## config.mk

```make
export PLATFORM = sky130hd
export DESIGN_NAME = json_string_unescape_utf8_core
export DESIGN_NICKNAME = d
export VERILOG_FILES = /design/src/hw/rtl/jsu_pkg.sv /design/src/hw/rtl/json_string_unescape_utf8_core.sv /design/src/hw/rtl/jsu_front.sv /design/src/hw/rtl/jsu_queue.sv /design/src/hw/rtl/jsu_back.sv
export SDC_FILE = /design/constraint.sdc
export NUM_CORES = 1
export LEC_CHECK = 0
export BUFFER_PORTS_ARGS = -buffer_cell sky130_fd_sc_hd__buf_4
export CAP_MARGIN = 20
export CORE_MARGIN = 1
export CORE_UTILIZATION = 60
export DETAILED_ROUTE_END_ITERATION = 10
export PLACE_DENSITY_LB_ADDON = 0.05
export SLEW_MARGIN = 15
export SYNTH_ARGS = -nofsm -noshare
export SYNTH_HDL_FRONTEND = slang
export SYNTH_HIERARCHICAL = 1
export SYNTH_SLANG_ARGS = --single-unit
```

## constraint.sdc

```tcl
create_clock -name clk -period 5.93 [get_ports clk]
set_input_delay 0.2965 -clock clk [delete_from_list [all_inputs] [get_ports clk]]
set_output_delay 0.2965 -clock clk [all_outputs]
set_load 0.03 [all_outputs]
```

## src/hw/rtl/jsu_pkg.sv

```systemverilog
// jsu_pkg: shared types and codes for the JSON string unescape core.
// Used by jsu_front, jsu_queue, jsu_back and the top level.
`timescale 1ns / 1ps

package jsu_pkg;

  // Parser phase
  typedef enum logic [3:0] {
    PH_IDLE    = 4'd0,
    PH_STR     = 4'd1,
    PH_ESC     = 4'd2,
    PH_HEX1    = 4'd3,
    PH_WANT_BS = 4'd4,
    PH_WANT_U  = 4'd5,
    PH_HEX2    = 4'd6
  } phase_t;

  // Result kind as seen on the output tuser
  typedef enum logic [1:0] {
    KIND_DATA  = 2'd0,
    KIND_DONE  = 2'd1,
    KIND_ERROR = 2'd2
  } kind_t;

  // Closing result of one command, after its data bytes
  typedef enum logic [1:0] {
    TAIL_NONE  = 2'd0,
    TAIL_DONE  = 2'd1,
    TAIL_ERROR = 2'd2
  } tail_t;

  // Error codes
  localparam logic [3:0] ERR_NONE      = 4'd0;
  localparam logic [3:0] ERR_CTRL      = 4'd1;
  localparam logic [3:0] ERR_ESCAPE    = 4'd2;
  localparam logic [3:0] ERR_HEX       = 4'd3;
  localparam logic [3:0] ERR_LONE_LOW  = 4'd4;
  localparam logic [3:0] ERR_NO_LOW    = 4'd5;
  localparam logic [3:0] ERR_LOW_RANGE = 4'd6;
  localparam logic [3:0] ERR_TEXT_END  = 4'd7;
  localparam logic [3:0] ERR_NO_QUOTE  = 4'd8;

  localparam int QUEUE_DEPTH = 4;
  localparam int QPTR_W      = $clog2(QUEUE_DEPTH);

  // One classified input byte: up to four data bytes and an optional tail
  typedef struct packed {
    logic [3:0][7:0] bytes;
    logic [2:0]      n_data;
    tail_t           tail;
    logic [3:0]      err;
  } cmd_t;

endpackage

```

## src/hw/rtl/json_string_unescape_utf8_core.sv

```systemverilog
// json_string_unescape_utf8_core: top level of the JSON string unescape core.
// Instantiates jsu_front, jsu_queue and jsu_back; depends on jsu_pkg.
//
//  channel | dir | tdata                    | tuser | tlast
//  s_*     | in  | [7:0] ch                 | -     | final_req
//  m_*     | out | [7:0] data_byte, [11:8] error_code | kind | last_of_run
//
// A text byte is taken every cycle while the 4-entry command queue has room.
// The back end sends one result word per cycle unless the output stalls; a
// byte that yields results gives 1 to 5 words, through queue and output stage.
// Reset clears the phase, queue and output stage; no clearing pass.
// Output stalls back up into the queue and then onto s_tready.
`timescale 1ns / 1ps

module json_string_unescape_utf8_core (
  input  logic        clk,
  input  logic        rst,
  input  logic        s_tvalid,
  output logic        s_tready,
  input  logic [7:0]  s_tdata,   // [7:0] ch
  input  logic        s_tlast,
  output logic        m_tvalid,
  input  logic        m_tready,
  output logic [15:0] m_tdata,   // [7:0] data_byte, [11:8] error_code, [15:12] zero
  output logic [1:0]  m_tuser,   // [1:0] kind
  output logic        m_tlast
);
  import jsu_pkg::*;

  logic accept;
  logic push;
  logic full;
  logic q_valid;
  logic q_pop;
  cmd_t cmd;
  cmd_t q_head;

  assign s_tready = !full;
  assign accept   = s_tvalid && s_tready;

  jsu_front u_front (
    .clk    (clk),
    .rst    (rst),
    .accept (accept),
    .ch     (s_tdata),
    .fin    (s_tlast),
    .push   (push),
    .cmd    (cmd)
  );

  jsu_queue u_queue (
    .clk      (clk),
    .rst      (rst),
    .push     (push),
    .push_cmd (cmd),
    .full     (full),
    .valid    (q_valid),
    .head     (q_head),
    .pop      (q_pop)
  );

  jsu_back u_back (
    .clk      (clk),
    .rst      (rst),
    .q_valid  (q_valid),
    .q_head   (q_head),
    .q_pop    (q_pop),
    .m_tvalid (m_tvalid),
    .m_tready (m_tready),
    .m_tdata  (m_tdata),
    .m_tuser  (m_tuser),
    .m_tlast  (m_tlast)
  );

endmodule

```

## src/hw/rtl/jsu_front.sv

```systemverilog
// jsu_front: accepts text bytes, tracks string/escape/hex phase and builds
// one command per byte that yields results. Depends on jsu_pkg.
`timescale 1ns / 1ps

module jsu_front (
  input  logic         clk,
  input  logic         rst,
  input  logic         accept,
  input  logic [7:0]   ch,
  input  logic         fin,
  output logic         push,
  output jsu_pkg::cmd_t cmd
);
  import jsu_pkg::*;

  typedef struct packed {
    logic [3:0][7:0] b;
    logic [2:0]      n;
  } utf8_t;

  function automatic utf8_t utf8_enc(input logic [20:0] cp);
    utf8_t r;
    r.b = '0;
    if (cp < 21'h80) begin
      r.b[0] = cp[7:0];
      r.n = 3'd1;
    end else if (cp < 21'h800) begin
      r.b[0] = {3'b110, cp[10:6]};
      r.b[1] = {2'b10, cp[5:0]};
      r.n = 3'd2;
    end else if (cp < 21'h10000) begin
      r.b[0] = {4'b1110, cp[15:12]};
      r.b[1] = {2'b10, cp[11:6]};
      r.b[2] = {2'b10, cp[5:0]};
      r.n = 3'd3;
    end else begin
      r.b[0] = {5'b11110, cp[20:18]};
      r.b[1] = {2'b10, cp[17:12]};
      r.b[2] = {2'b10, cp[11:6]};
      r.b[3] = {2'b10, cp[5:0]};
      r.n = 3'd4;
    end
    return r;
  endfunction

  phase_t      phase, phase_next;
  logic [15:0] code_unit, code_unit_next;
  logic [1:0]  digit_count, digit_count_next;
  logic [9:0]  high_bits, high_bits_next;

  logic        hex_ok;
  logic [3:0]  hex_val;
  logic [15:0] cu_shift;
  logic        last_digit;
  logic        is_high, is_low;
  logic        done;
  logic [3:0]  err;
  logic [20:0] cp;
  utf8_t       enc;

  // Hex digit decode
  always_comb begin
    hex_ok  = 1'b1;
    hex_val = 4'd0;
    if (ch >= "0" && ch <= "9") begin
      hex_val = 4'(ch - "0");
    end else if (ch >= "a" && ch <= "f") begin
      hex_val = 4'(ch - "a" + 8'd10);
    end else if (ch >= "A" && ch <= "F") begin
      hex_val = 4'(ch - "A" + 8'd10);
    end else begin
      hex_ok = 1'b0;
    end
  end

  assign cu_shift   = {code_unit[11:0], hex_val};
  assign last_digit = (digit_count == 2'd3);
  assign is_high    = (cu_shift >= 16'hD800) && (cu_shift <= 16'hDBFF);
  assign is_low     = (cu_shift >= 16'hDC00) && (cu_shift <= 16'hDFFF);

  // Classify: done and error code for this byte
  always_comb begin
    done = 1'b0;
    err  = ERR_NONE;
    unique case (phase)
      PH_STR: begin
        if (ch == "\"") done = 1'b1;
        else if (ch != "\\" && ch < 8'h20) err = ERR_CTRL;
      end
      PH_ESC: begin
        case (ch)
          "\"", "\\", "/", "b", "f", "n", "r", "t", "u": ;
          default: err = ERR_ESCAPE;
        endcase
      end
      PH_HEX1: begin
        if (!hex_ok) err = ERR_HEX;
        else if (last_digit && is_low) err = ERR_LONE_LOW;
      end
      PH_HEX2: begin
        if (!hex_ok) err = ERR_HEX;
        else if (last_digit && !is_low) err = ERR_LOW_RANGE;
      end
      PH_WANT_BS: if (ch != "\\") err = ERR_NO_LOW;
      PH_WANT_U:  if (ch != "u") err = ERR_NO_LOW;
      default: begin
        if (ch != "\"" && ch != " " && ch != 8'h09 && ch != 8'h0A && ch != 8'h0D)
          err = ERR_NO_QUOTE;
      end
    endcase
  end

  // Next state
  always_comb begin
    phase_next       = phase;
    code_unit_next   = code_unit;
    digit_count_next = digit_count;
    high_bits_next   = high_bits;
    unique case (phase)
      PH_STR: if (ch == "\\") phase_next = PH_ESC;
      PH_ESC: begin
        if (ch == "u") begin
          phase_next       = PH_HEX1;
          code_unit_next   = '0;
          digit_count_next = '0;
        end else begin
          phase_next = PH_STR;
        end
      end
      PH_HEX1, PH_HEX2: begin
        if (!last_digit) begin
          code_unit_next   = cu_shift;
          digit_count_next = 2'(digit_count + 2'd1);
        end else begin
          code_unit_next   = '0;
          digit_count_next = '0;
          if (phase == PH_HEX1 && is_high) begin
            high_bits_next = cu_shift[9:0];
            phase_next     = PH_WANT_BS;
          end else begin
            phase_next = PH_STR;
          end
        end
      end
      PH_WANT_BS: if (ch == "\\") phase_next = PH_WANT_U;
      PH_WANT_U: begin
        if (ch == "u") begin
          phase_next       = PH_HEX2;
          code_unit_next   = '0;
          digit_count_next = '0;
        end
      end
      default: if (ch == "\"") phase_next = PH_STR;
    endcase
    // done, any error or end of text returns to reset state
    if (done || err != ERR_NONE || fin) begin
      phase_next       = PH_IDLE;
      code_unit_next   = '0;
      digit_count_next = '0;
      high_bits_next   = '0;
    end
  end

  // Code point of a finished \u escape
  assign cp  = (phase == PH_HEX2) ? 21'h10000 + {1'b0, high_bits, cu_shift[9:0]}
                                  : {5'd0, cu_shift};
  assign enc = utf8_enc(cp);

  // Outputs: command for the back end
  always_comb begin
    cmd        = '0;
    cmd.tail   = TAIL_NONE;
    cmd.err    = ERR_NONE;
    if (err == ERR_NONE && !done) begin
      unique case (phase)
        PH_STR: begin
          if (ch != "\\") begin
            cmd.bytes[0] = ch;
            cmd.n_data   = 3'd1;
          end
        end
        PH_ESC: begin
          cmd.n_data = 3'd1;
          case (ch)
            "b":     cmd.bytes[0] = 8'h08;
            "f":     cmd.bytes[0] = 8'h0C;
            "n":     cmd.bytes[0] = 8'h0A;
            "r":     cmd.bytes[0] = 8'h0D;
            "t":     cmd.bytes[0] = 8'h09;
            "u":     cmd.n_data   = 3'd0;
            default: cmd.bytes[0] = ch;
          endcase
        end
        PH_HEX1, PH_HEX2: begin
          if (last_digit && !(phase == PH_HEX1 && is_high)) begin
            cmd.bytes  = enc.b;
            cmd.n_data = enc.n;
          end
        end
        default: ;
      endcase
    end
    if (done) begin
      cmd.tail = TAIL_DONE;
    end else if (err != ERR_NONE) begin
      cmd.tail = TAIL_ERROR;
      cmd.err  = err;
    end else if (fin) begin
      cmd.tail = TAIL_ERROR;
      cmd.err  = ERR_TEXT_END;
    end
  end

  assign push = accept && (cmd.n_data != 3'd0 || cmd.tail != TAIL_NONE);

  // State registers
  always_ff @(posedge clk) begin
    if (rst) begin
      phase       <= PH_IDLE;
      code_unit   <= '0;
      digit_count <= '0;
      high_bits   <= '0;
    end else if (accept) begin
      phase       <= phase_next;
      code_unit   <= code_unit_next;
      digit_count <= digit_count_next;
      high_bits   <= high_bits_next;
    end
  end

  a_fin_idle: assert property (@(posedge clk) disable iff (rst)
    accept && fin |=> phase == PH_IDLE && digit_count == 2'd0)
    else $error("front not idle after final byte");

  a_tail_once: assert property (@(posedge clk) disable iff (rst)
    push && cmd.tail == TAIL_NONE |-> !fin)
    else $error("final byte pushed without closing result");

endmodule

```

## src/hw/rtl/jsu_queue.sv

```systemverilog
// jsu_queue: small register FIFO of commands between front and back end.
// Depends on jsu_pkg.
`timescale 1ns / 1ps

module jsu_queue (
  input  logic          clk,
  input  logic          rst,
  input  logic          push,
  input  jsu_pkg::cmd_t push_cmd,
  output logic          full,
  output logic          valid,
  output jsu_pkg::cmd_t head,
  input  logic          pop
);
  import jsu_pkg::*;

  cmd_t              slots [QUEUE_DEPTH];
  logic [QPTR_W-1:0] wr_ptr, rd_ptr;
  logic [QPTR_W:0]   count;

  assign full  = (count == (QPTR_W+1)'(QUEUE_DEPTH));
  assign valid = (count != '0);
  assign head  = slots[rd_ptr];

  // Slot storage
  always_ff @(posedge clk) begin
    if (push) slots[wr_ptr] <= push_cmd;
  end

  // Pointers and fill count
  always_ff @(posedge clk) begin
    if (rst) begin
      wr_ptr <= '0;
      rd_ptr <= '0;
      count  <= '0;
    end else begin
      if (push) wr_ptr <= QPTR_W'(wr_ptr + 1'b1);
      if (pop)  rd_ptr <= QPTR_W'(rd_ptr + 1'b1);
      if (push && !pop)      count <= count + 1'b1;
      else if (pop && !push) count <= count - 1'b1;
    end
  end

  a_no_overflow: assert property (@(posedge clk) disable iff (rst) full |-> !push)
    else $error("push into full queue");

  a_no_underflow: assert property (@(posedge clk) disable iff (rst) !valid |-> !pop)
    else $error("pop from empty queue");

endmodule

```

## src/hw/rtl/jsu_back.sv

```systemverilog
// jsu_back: expands queued commands into result words, one per cycle while
// the output is not stalled, through a registered output stage. Depends on jsu_pkg.
`timescale 1ns / 1ps

module jsu_back (
  input  logic          clk,
  input  logic          rst,
  input  logic          q_valid,
  input  jsu_pkg::cmd_t q_head,
  output logic          q_pop,
  output logic          m_tvalid,
  input  logic          m_tready,
  output logic [15:0]   m_tdata,   // [7:0] data_byte, [11:8] error_code, [15:12] zero
  output logic [1:0]    m_tuser,   // [1:0] kind
  output logic          m_tlast    // last_of_run
);
  import jsu_pkg::*;

  logic [2:0] idx;
  logic [2:0] total;
  logic       load;
  logic       is_last;
  logic       is_data;

  assign total   = q_head.n_data + 3'(q_head.tail != TAIL_NONE);
  assign load    = q_valid && (!m_tvalid || m_tready);
  assign is_last = (idx == 3'(total - 3'd1));
  assign is_data = (idx < q_head.n_data);
  assign q_pop   = load && is_last;

  // Word index within the head command
  always_ff @(posedge clk) begin
    if (rst) begin
      idx <= '0;
    end else if (load) begin
      idx <= is_last ? 3'd0 : 3'(idx + 3'd1);
    end
  end

  // Output stage valid
  always_ff @(posedge clk) begin
    if (rst) begin
      m_tvalid <= 1'b0;
    end else if (load) begin
      m_tvalid <= 1'b1;
    end else if (m_tready) begin
      m_tvalid <= 1'b0;
    end
  end

  // Output stage payload
  always_ff @(posedge clk) begin
    if (load) begin
      m_tlast <= is_last;
      if (is_data) begin
        m_tdata <= {8'h00, q_head.bytes[idx[1:0]]};
        m_tuser <= KIND_DATA;
      end else if (q_head.tail == TAIL_DONE) begin
        m_tdata <= '0;
        m_tuser <= KIND_DONE;
      end else begin
        m_tdata <= {4'h0, q_head.err, 8'h00};
        m_tuser <= KIND_ERROR;
      end
    end
  end

  a_idx_range: assert property (@(posedge clk) disable iff (rst)
    q_valid |-> idx < total)
    else $error("word index beyond command");

  a_hold: assert property (@(posedge clk) disable iff (rst)
    m_tvalid && !m_tready |=> m_tvalid && $stable(m_tdata))
    else $error("output word dropped while stalled");

endmodule
```

Word-level counts from Yosys, hierarchy flattened
Memories as Yosys holds them, arrays and structs flattened. A register that Yosys moved wholly into a read port is not among the register bits.
Index checks and enable logic that the tools add are counted.
{"block": "word_totals", "regBits": 58, "inputBits": 13, "n_memories": 1, "mem_bits_rw": 164}
{"block": "op_classes", "reduce_logical": 52, "n_mux": 71, "eq_ne": 31, "addsub": 14, "order_cmp": 16}
{"name": "u_queue.slots", "depth": 4, "width": 41, "rd": 1, "rd_ports_with_merged_regs": 1, "wr": 1, "line": "jsu_queue.sv:17", "text": "cmd_t slots [QUEUE_DEPTH];"}
{"op": "$mux 35", "n": 2}
{"op": "$eq 8x7->1 const B", "n": 7}
{"op": "$mux 4", "n": 14}
{"op": "$mux 24", "n": 2}
{"op": "$pmux 8 s6", "n": 1}
{"op": "$mux 10", "n": 4}
{"op": "$mux 12", "n": 3}
{"op": "$pmux 11 s3", "n": 1}
{"op": "$ge 16x16->1 const B", "n": 2}
{"op": "$le 16x16->1 const B", "n": 2}
{"op": "$mux 25", "n": 1}
{"op": "$mux 3", "n": 8}
{"op": "$mux 8", "n": 3}
{"op": "$ne 8x4->1 const B", "n": 3}
{"op": "$pmux 12 s2", "n": 1}
{"op": "$pmux 4 s6", "n": 1}
{"op": "$mux 11", "n": 2}
{"op": "$add 17x20->21 const A", "n": 1}
{"op": "$logic_and 1x1->1", "n": 21}
{"op": "$lt 21x12->1 const B", "n": 1}
{"op": "$lt 21x17->1 const B", "n": 1}
{"op": "$lt 21x8->1 const B", "n": 1}
{"op": "$mux 21", "n": 1}
{"op": "$pmux 4 s5", "n": 1}
{"op": "43 further kinds", "n": 100}

Logic depth before layout (Yosys ltp)
Gate-level depths: netlist of the first run.
{"block": "depth", "word_depth": 22, "mapped_depth": 16}

Hierarchy
The synthesis of the first run kept the hierarchy.
{"mod": "jsu_queue", "seq_area_each_um2": 5104.9, "cells_each": 259, "area_each_um2": 6397.4, "n_inst": 1}
{"mod": "jsu_front", "seq_area_each_um2": 540.5, "cells_each": 375, "area_each_um2": 2727.6, "n_inst": 1}
{"mod": "jsu_back", "seq_area_each_um2": 530.5, "cells_each": 84, "area_each_um2": 1099.8, "n_inst": 1}
{"mod": "json_string_unescape_utf8_core", "seq_area_each_um2": 0.0, "cells_each": 2, "area_each_um2": 10.0, "n_inst": 1}

Least setup slack after synthesis of the first run
OpenSTA, ideal clock, no wires.
{"block": "synth_timing", "path_kind": "input-to-reg", "startpoint": "input s_tdata[7]", "endpoint": "memory u_queue/slots[0][0] in the netlist's numbering (enable)", "arrival_time_ns": 3.450, "path_stages": 8, "t_required_ns": 5.528, "path_slack_ns": 2.078, "path_buffers": 1, "path_cell_list": "buf_6 > or3b_4 > or4_4 > a221oi_4 > and4bb_4 > nand2_1 > o31a_1 > and2_1"}
{"block": "synth_between", "elab_chain_cells": 20, "word_cells_on_any_way": 88}
{"element": "start: declaration", "line": "json_string_unescape_utf8_core.sv:20", "text": "input logic [7:0] s_tdata,"}
{"element": "parallel branches: the longest is 16 deep, another holds $add 17x20->21"}
{"element": "$logic_or 1x1->1 (*)", "line": "jsu_front.sv:214", "text": "assign push = accept && (cmd.n_data != 3'd0 || cmd.tail != TAIL_NONE);"}
{"element": "$logic_and 1x1->1 (*)", "line": "jsu_front.sv:214"}
{"element": "net push", "line": "json_string_unescape_utf8_core.sv:31", "text": "logic push;"}
{"element": "$mux 1 (*)", "line": "jsu_queue.sv:27", "text": "if (push) slots[wr_ptr] <= push_cmd;"}
{"element": "$mux 1 (not written as such) (*)", "line": "jsu_queue.sv:27"}
{"element": "end: declaration", "line": "jsu_queue.sv:17"}
Mark *: on every way through the listed nets, which the timed path passes.

==> results by stage, run 1 <==
Clock tree:
- Post-CTS repair changed the size of 0 cells.
- The clock insertion delay at the later pin of the skew report is 0.52 ns.
- The buffer count from post-CTS setup fixing is 0.
- After clock tree synthesis, the clock-pin slew on the worst setup and hold paths is about 0.060 ns.
- The number of hold buffers added after CTS is 0.
- TritonCTS built the clock tree.
- The number of clock sinks is 219.
- CTS built an H-tree with a depth of 1.
- The worst-case clock buffer depth is 3.
- The number of buffers inserted during clock tree synthesis is 22.
- The CTS root buffer is clkbuf_16.

Cells and area:
- Compared with the post-synthesis result, the final layout area differs by 9.76%.
- The number of diodes added for antenna fixing is 0.
- The number of fillers in the final layout is 1158.
- The post-layout net count is 767.
- In the final layout, the share of cells above drive strength 1 is 0.198.

Worst setup path:
- STA puts the critical path data arrival time at 4.34 ns.
- The count of cell instances traversed by the critical path is 14.
- STA puts the critical path data required time at between 6 and 7 ns.
- The slowest cell on the critical path is dfxtp_2.
- STA classifies the critical path endpoint as a flop.
- Measured in cells, the most critical reg-to-reg path has a length of 14.
- The critical path buffer and inverter count is 2.
- The critical setup path kind is flop to flop.
- The startpoint kind of the worst setup timing path is a flop.
- The critical path's largest stage delay is approximately 0.86 ns.
- Broken down by cell family, the worst path's largest delay share belongs to adder cells.
- The worst-path maximum fanout is 22.
- Walking the worst path, the cells encountered are mux4_2, nor2_1, ha_1, ha_1, xor2_1, nand2_1, nor3_2, inv_1, ha_1, inv_1, fa_1, xor2_1, or3_1, a21oi_1.
- The most numerous cell type found on the critical path is ha_1.

STA:
- Between clock sinks in the finished design, the worst skew comes to 0.0329 ns.
- The smallest clock period supported by the final layout is computed as between 3 and 4 ns.
- The hold violation count in the final report was 0.
- The worst pin sits at a relative slew slack of 0.329.
- Setup violations remaining at the end of the flow were counted as 0.
- Static timing analysis puts the maximum clock frequency at 257 MHz.
- The final total negative setup slack is 0 ns.
- Setup repair after global routing left no endpoint under its margin.
- The max-slew violation count is 0.
- In the finished design, the share of the clock period the worst path needs comes to 0.657.
- The slew at the pin with the worst max-slew slack is around 1 ns.

Synthesis:
- The synthesized design spends more area on one cell type than any other, namely edfxtp_1.
- The leading cell type by number of instances after synthesis is edfxtp_1.
- Of the post-synthesis cell area, the dominant cell type holds 0.525.
- In the synthesized netlist the dominant register cell turns out to be edfxtp_1.
- The cell area after synthesis is roughly 0.01 mm2.
- Each instance of the synthesized netlist takes up on average roughly 14 um2.
- The portion of the post-synthesis area used by sequential elements is 0.603.
- The Yosys step of the flow raised 6 warnings.
- The count of cell types in the netlist is 81.
- In this run, synthesis inferred around 180 flip-flops with an integrated enable.
- The share of synthesized flip-flops with an asynchronous set or reset is 0.
- Counting instances in the post-synthesis netlist gives the leading cell types as edfxtp_1 (179), mux4_2 (48), nor2_1 (44).
- The number of storage elements in the synthesis netlist is ~220.
- Counting every instance in the synthesized netlist gives 720.
- Yosys attributes the largest share of cell area to edfxtp_1 (53%), mux4_2 (11%), dfxtp_1 (7.8%), ha_1 (2.0%), nor2_1 (1.6%).

Placed design:
- In this run the tool buffered the top-level ports with 29 buffer cells.
- Routability-driven placement finished with a final weighted congestion of around 0.91.
- The wire-length estimate of the detail-placed layout is between 15000 and 20000 um.

GRT:
- The via count of the first global-routing pass came to between 6000 and 7000.
- The number of antenna violations at the first check in global routing is 0.
- The global routing usage summed across all routing layers is 0.281.
- The wire length of the first global-routing pass is approximately 37000 um.
- The total overflow left after global routing is 0.
- Entering global routing, the biggest net connects 24 pins.

Route:
- The first TritonRoute pass finished after 5 iterations.
- The total routed wirelength is about 24000 um.
- The via count normalized by instance count is 6.56.
- In this run, the number of DRC markers left after iteration 0 of detailed routing was approximately 550.
- The average wire per standard cell is between 20 and 25 um.
- The detail route stage leaves a number of antenna-violating nets equal to 0.
- The detailed-route via count is ~6400.
- For this run, design rule violations remaining after detail routing come to 0.

Pwr:
- For this design the ratio of total power to cell area is around 400 mW/mm2.
- The worst voltage drop across the vdd grid is between 0.0002 and 0.0003 V.
- The power after layout is 4.39 mW.
- For this design the static power due to leakage is between 3 and 4 nW.

Floorplanning:
- The starting utilization of the core area is 0.615.
- The floorplan step set the die height to 133 um.
- The site row count is 47.
- The core box area is ~0.017 mm2.
- The floorplan step defined a die boundary enclosing between 0.015 and 0.02 mm2.
- From left edge to right edge, the die measures between 100 and 150 um.
- The number of ports placed on the die boundary is 34.

Flow run:
- Across the run, the number of max-cap violations was 0.

Worst hold path:
- The cell depth of the worst min-delay path is 2.
- In this run the worst hold path is classified as input port to flop.

Status:
- The run finished with clean final reports.
flip-flops by register name, indices dropped and copies added (netlist names), 3 cells and up, named ones only:
register,count
u_front/code_unit,12
u_queue/slots,164
u_queue/count,3
u_front/phase,3
u_front/high_bits,10
u_back/m_tdata,12
u_back/idx,3
final cells by class:
cell class                      count  area, um2  share of cell area
Timing Repair Buffer               39        348              0.0310
Clock buffer                       28        583              0.0519
Tap cell                          220        275              0.0245
Sequential cell                   219       6180               0.550
Clock inverter                     10        114              0.0101
Inverter                           29        109             0.00969
Multi-Input combinational cell    426       3630               0.323
worst paths after layout:
check / start / to / slack [ns]
worst min-delay path: rst / u_queue/count[2]$_SDFFE_PP0P_ / 0.12
worst max-delay path: flop / u_queue/count[2]$_SDFFE_PP0P_ / 2.03
worst min register to register: u_front/digit_count[1]$_SDFFE_PP0P_ / u_front/digit_count[1]$_SDFFE_PP0P_ / 0.48
worst max register to register: flop / u_queue/count[2]$_SDFFE_PP0P_ / 2.03
worst register-to-register path: stages (launching register included):
cell and delay [ns]:
dfxtp_2 0.86, mux4_2 0.63, nor2_1 0.15, ha_1 0.16
ha_1 0.23, xor2_1 0.14, nand2_1 0.20, nor3_2 0.11
inv_1 0.10, ha_1 0.19, inv_1 0.06, fa_1 0.38
xor2_1 0.16, or3_1 0.32, a21oi_1 0.14
report_power, final:
group | internal, mW | total [mW] | switching, mW
clock network | 0.785 | 1.34 | 0.552
registers | 1.90 | 2.03 | 0.131
logic | 0.458 | 1.02 | 0.565
metrics by stage:
step / utilization / hold slack (ns) / instance area, um2 / instances / setup slack [ns]
finish: 0.675 / 0.119 / 11200 / 971 / 2.03
CTS: 0.675 / 0.104 / 11200 / 970 / 1.95
global placement: 0.627 / 0.461 / 10400 / 927 / 1.35
global route: 0.675 / 0.130 / 11200 / 971 / 1.79
detailed placement: 0.633 / 0.467 / 10500 / 932 / 1.43
floorplan: - / 0.366 / 10300 / 725 / 2.08
cells by family (layout without fill, tap and decap cells):
kind of cell               Yosys count  count (layout)  synth area share
DFF                                219             219             0.603
adders and majority gates           17              17            0.0215
xor gates and xnor gates            12              12            0.0110
buffers and inverters               80             106            0.0447
muxes                               60              60             0.119
AOI/OAI and AO/OA                  130             130            0.0917
and+or+nand+nor                    200             200             0.108
other                                2               7          0.000734
cells in the final DEF (no fill, tap or decap), drive strengths merged, types with 5 or more instances in the layout:
cell,count
o21ai,19
and2,8
dfxtp,40
xnor2,6
mux4,49
a21oi,26
xor2,6
a22oi,8
o2111ai,5
o22ai,15
mux2i,10
nor2,44
nand2b,7
and3,8
nor3b,5
a22o,10
nand2,40
a211oi,5
clkinv,7
nor4,5
buf,38
edfxtp,179
conb,7
ha,16
nand3,12
clkbuf,29
nor2b,17
nor3,23
inv,30
a31oi,7
routing by layer:
metal,vias to the layer above,track usage,share of wire
met2,237,0.480,0.50
met3,59,0.0375,0.051
met5,-,0,0
met1,3251,0.374,0.42
met4,0,0.0939,0.028
li1,2818,-,-
No activity file was read; power rests on OpenSTA's default activity.
==> run 2, diff against run 1 <==
- CORE_UTILIZATION: 60 -> 56
- clock period: 5.93 -> 3.2 ns (I/O delays scaled with it)
==> results by stage, run 2 (synthesis gave the netlist of run 1 again) <==
Worst setup path:
- The critical setup path kind is flop to flop.
- The worst setup path is captured at a flop.
- STA classifies the critical path startpoint as a flop.
- On the worst path, the slowest cell contributes a delay of 0.39 ns.
- The most critical setup path has its startpoint at u_front/code_unit[9]$_SDFFE_PP0P_.
- Traced cell by cell, the critical path runs through nand4b_1, or3_4, a221oi_4, and4bb_4, nand2_4, o31a_1, ha_4, inv_2, fa_2, xor2_2, or3_1, a21oi_2.
- Together, buffers and inverters on the worst path number 1.
- The worst path arrival time is 3.56 ns.
- The kind of cell adding the most delay to the critical path is simple AND/OR/NAND/NOR gates.
- The launch point of the worst reg-to-reg path is u_front/code_unit[9]$_SDFFE_PP0P_.
- The slowest cell on the critical path is or3_1.
- The data required time at the worst endpoint is approximately 3.6 ns.
- The worst-path maximum fanout is 4.

STA:
- Of the available clock period, the critical path in the final layout requires 0.975.
- The worst pin sits at a relative slew slack of 0.407.
- The slew at the pin with the worst max-slew slack is 0.867 ns.
- Setup violations remaining at the end of the flow were counted as 0.
- The max-slew violation count is 0.
- The routed design could run at a clock period as short as between 3 and 4 ns.
- For the final routed database, the setup TNS stands at 0 ns.
- Setup repair after global routing could not meet its margin everywhere.
- The clock tree skew after final layout is slightly above 0.01 ns.
- The maximum clock frequency is ~320 MHz.
- The hold violation count in the final report is 0.

Pwr:
- In this run the static leakage power is between 4 and 5 nW.
- The worst voltage drop across the vdd grid is between 0.0006 and 0.0007 V.
- The power density relative to cell area is just under 700 mW/mm2.

Clock tree:
- The CTS root buffer is clkbuf_16.
- The clock tree from TritonCTS is yes.
- The clock insertion delay at the later pin of the skew report is 0.51 ns.
- CTS saw 219 sinks.
- The depth of the CTS H-tree is 1.
- The clock passes through at most 3 buffers.
- Buffers inserted during clock tree synthesis total 23.
- Clock-pin slew was measured on the worst setup and hold paths at 0.06 ns.

Cells and area:
- The area taken by flip-flops and latches is approximately 0.0062 mm2.
- The repair_antennas step left the layout with diodes totalling 0.
- From synthesis to final layout, the design area changed by 16.1%.
- The register with the most flip-flops in the layout has about 160 of them.
- In the final layout, the registers with the most flip-flops are u_queue/slots (164), u_back/m_tdata (12), u_front/code_unit (12).
- In the layout the commonest cells are edfxtp_1 (179), buf_4 (97), mux4_2 (48), nor2_1 (43), nand2_1 (38).
- The register with the most flip-flops is u_queue/slots.
- Of the cells placed in the final design, the portion with a size suffix greater than 1 is 0.289.
- In the final layout, the multi-input gates occupy approximately 0.0037 mm2.
- Leaving out fill and tap cells, the most frequent cell in the layout is edfxtp_1.
- The final instance count without filler cells is 1050.
- The utilization after layout is 0.661.
- The post-layout instance area is ~0.012 mm2.
- At the end of the flow, the number of nets in the layout was roughly 830.
- The layout has around 1300 filler cells.

GRT:
- The largest net degree at the start of global routing is 33.
- The number of antenna violations at the first check in global routing was 0.
- The global routing usage summed across all routing layers is 0.261.
- Summed over all layers, the global routing overflow is 0.
- The via count of the first global-routing pass is around 6500.
- The first global-routing pass estimated around 37000 um of wire.

Floorplanning:
- The starting utilization of the core area is 0.570.
- In this run the vertical extent of the chip is roughly 140 um.
- The die boundary width is around 140 um.
- The die area is about 0.019 mm2.
- Pin placement for this block handled 34 I/O pins.
- The site row count is between 40 and 50.
- The floorplan step defined a core boundary enclosing ~0.018 mm2.

Placed design:
- After detailed placement, the total cell area comes to between 0.01 and 0.015 mm2.
- The number of buffer cells added on primary ports is 29.
- Once placement completed, the tool counted placed cells totaling about 1000.
- Summed over all nets, the half-perimeter wirelength after detailed placement is roughly 17000 um.
- Routability-driven placement finished with a final weighted congestion of just over 0.9.

Route:
- The via count normalized by instance count is about 6.2.
- Dividing the detail-routed wire length by the instance count gives approximately 23 um.
- Wires add up to ~24000 um.
- The remaining design rule violation count is 0.
- The first detailed-routing pass took 6 iterations.
- The number of DRC violations after detailed-routing iteration 0 is about 450.
- The detailed-route via count is ~6500.
- The antenna violation net count after detailed routing is 0.

Status:
- The run finished with clean final reports.

Worst hold path:
- The min-delay analysis places its worst path in the category input port to flop.
- In this run the most critical hold path is launched from s_tvalid.

Flow run:
- The max capacitance violation total is 0.
run 2: worst paths after layout:
kind,cells past startpoint,slack [ns],endpoint
max,12,0.08,u_queue/count[2]$_SDFFE_PP0P_
min,4,0.21,u_front/phase[0]$_SDFFE_PP0P_
max reg2reg,12,0.08,u_queue/count[2]$_SDFFE_PP0P_
min reg2reg,2,0.49,u_front/digit_count[1]$_SDFFE_PP0P_
run 2: layout make-up:
| class | count | area share |
|---|---|---|
| sequential | 219 | 0.521 |
| multi-input combinational | 426 | 0.315 |
| clock inverter | 13 | 0.00632 |
| timing repair buffer | 105 | 0.0724 |
| tap | 229 | 0.0241 |
| inverter | 29 | 0.00916 |
| clock buffer | 29 | 0.0520 |
run 2: through the flow:
stage | setup WS (ns) | hold WS, ns | total power, mW
2_1_floorplan | -0.239 | 0.229 | 5.24
3_3_place_gp | -0.0676 | 0.461 | 5.74
3_5_place_dp | -0.198 | 0.467 | 5.83
4_1_cts | 0.0366 | 0.212 | 8.25
5_1_grt | -0.0426 | 0.221 | 8.61
6_report | 0.0799 | 0.212 | 8.25
run 2: what timing repair did:
| action | 4_1_cts | 5_1_grt |
|---|---|---|
| hold buffers | 2 | 0 |
| buffers inserted | 0 | 2 |
| pin swaps | 0 | 7 |
| hold endpoints to repair | 8 | 0 |
| gates resized for setup | 1 | 24 |
| endpoints found under the setup margin | 1 | 1 |
run 2: worst reg2reg max path: stages, from the launching register on:
cell      delay (ns)
dfxtp_1         0.36
nand4b_1        0.24
or3_4           0.37
a221oi_4        0.27
and4bb_4        0.28
nand2_4         0.06
o31a_1          0.21
ha_4            0.19
inv_2           0.04
fa_2            0.35
xor2_2          0.15
or3_1           0.39
a21oi_2         0.15
run 2: where the power goes:
group	internal (mW)	switching, mW	leakage, nW	total, mW
logic	0.981	1.19	1.73	2.17
registers	3.53	0.129	2.03	3.66
clock network	1.38	1.04	0.346	2.42
total	5.89	2.36	4.11	8.25
run 2: per-layer routing:
layer  track usage  vias to the layer above  part of all wire
met5             0                        -                 0
met4        0.0574                        0             0.017
met3        0.0280                       34             0.047
met2         0.434                      205              0.49
met1         0.373                     3280              0.45
li1              -                     2966                 -
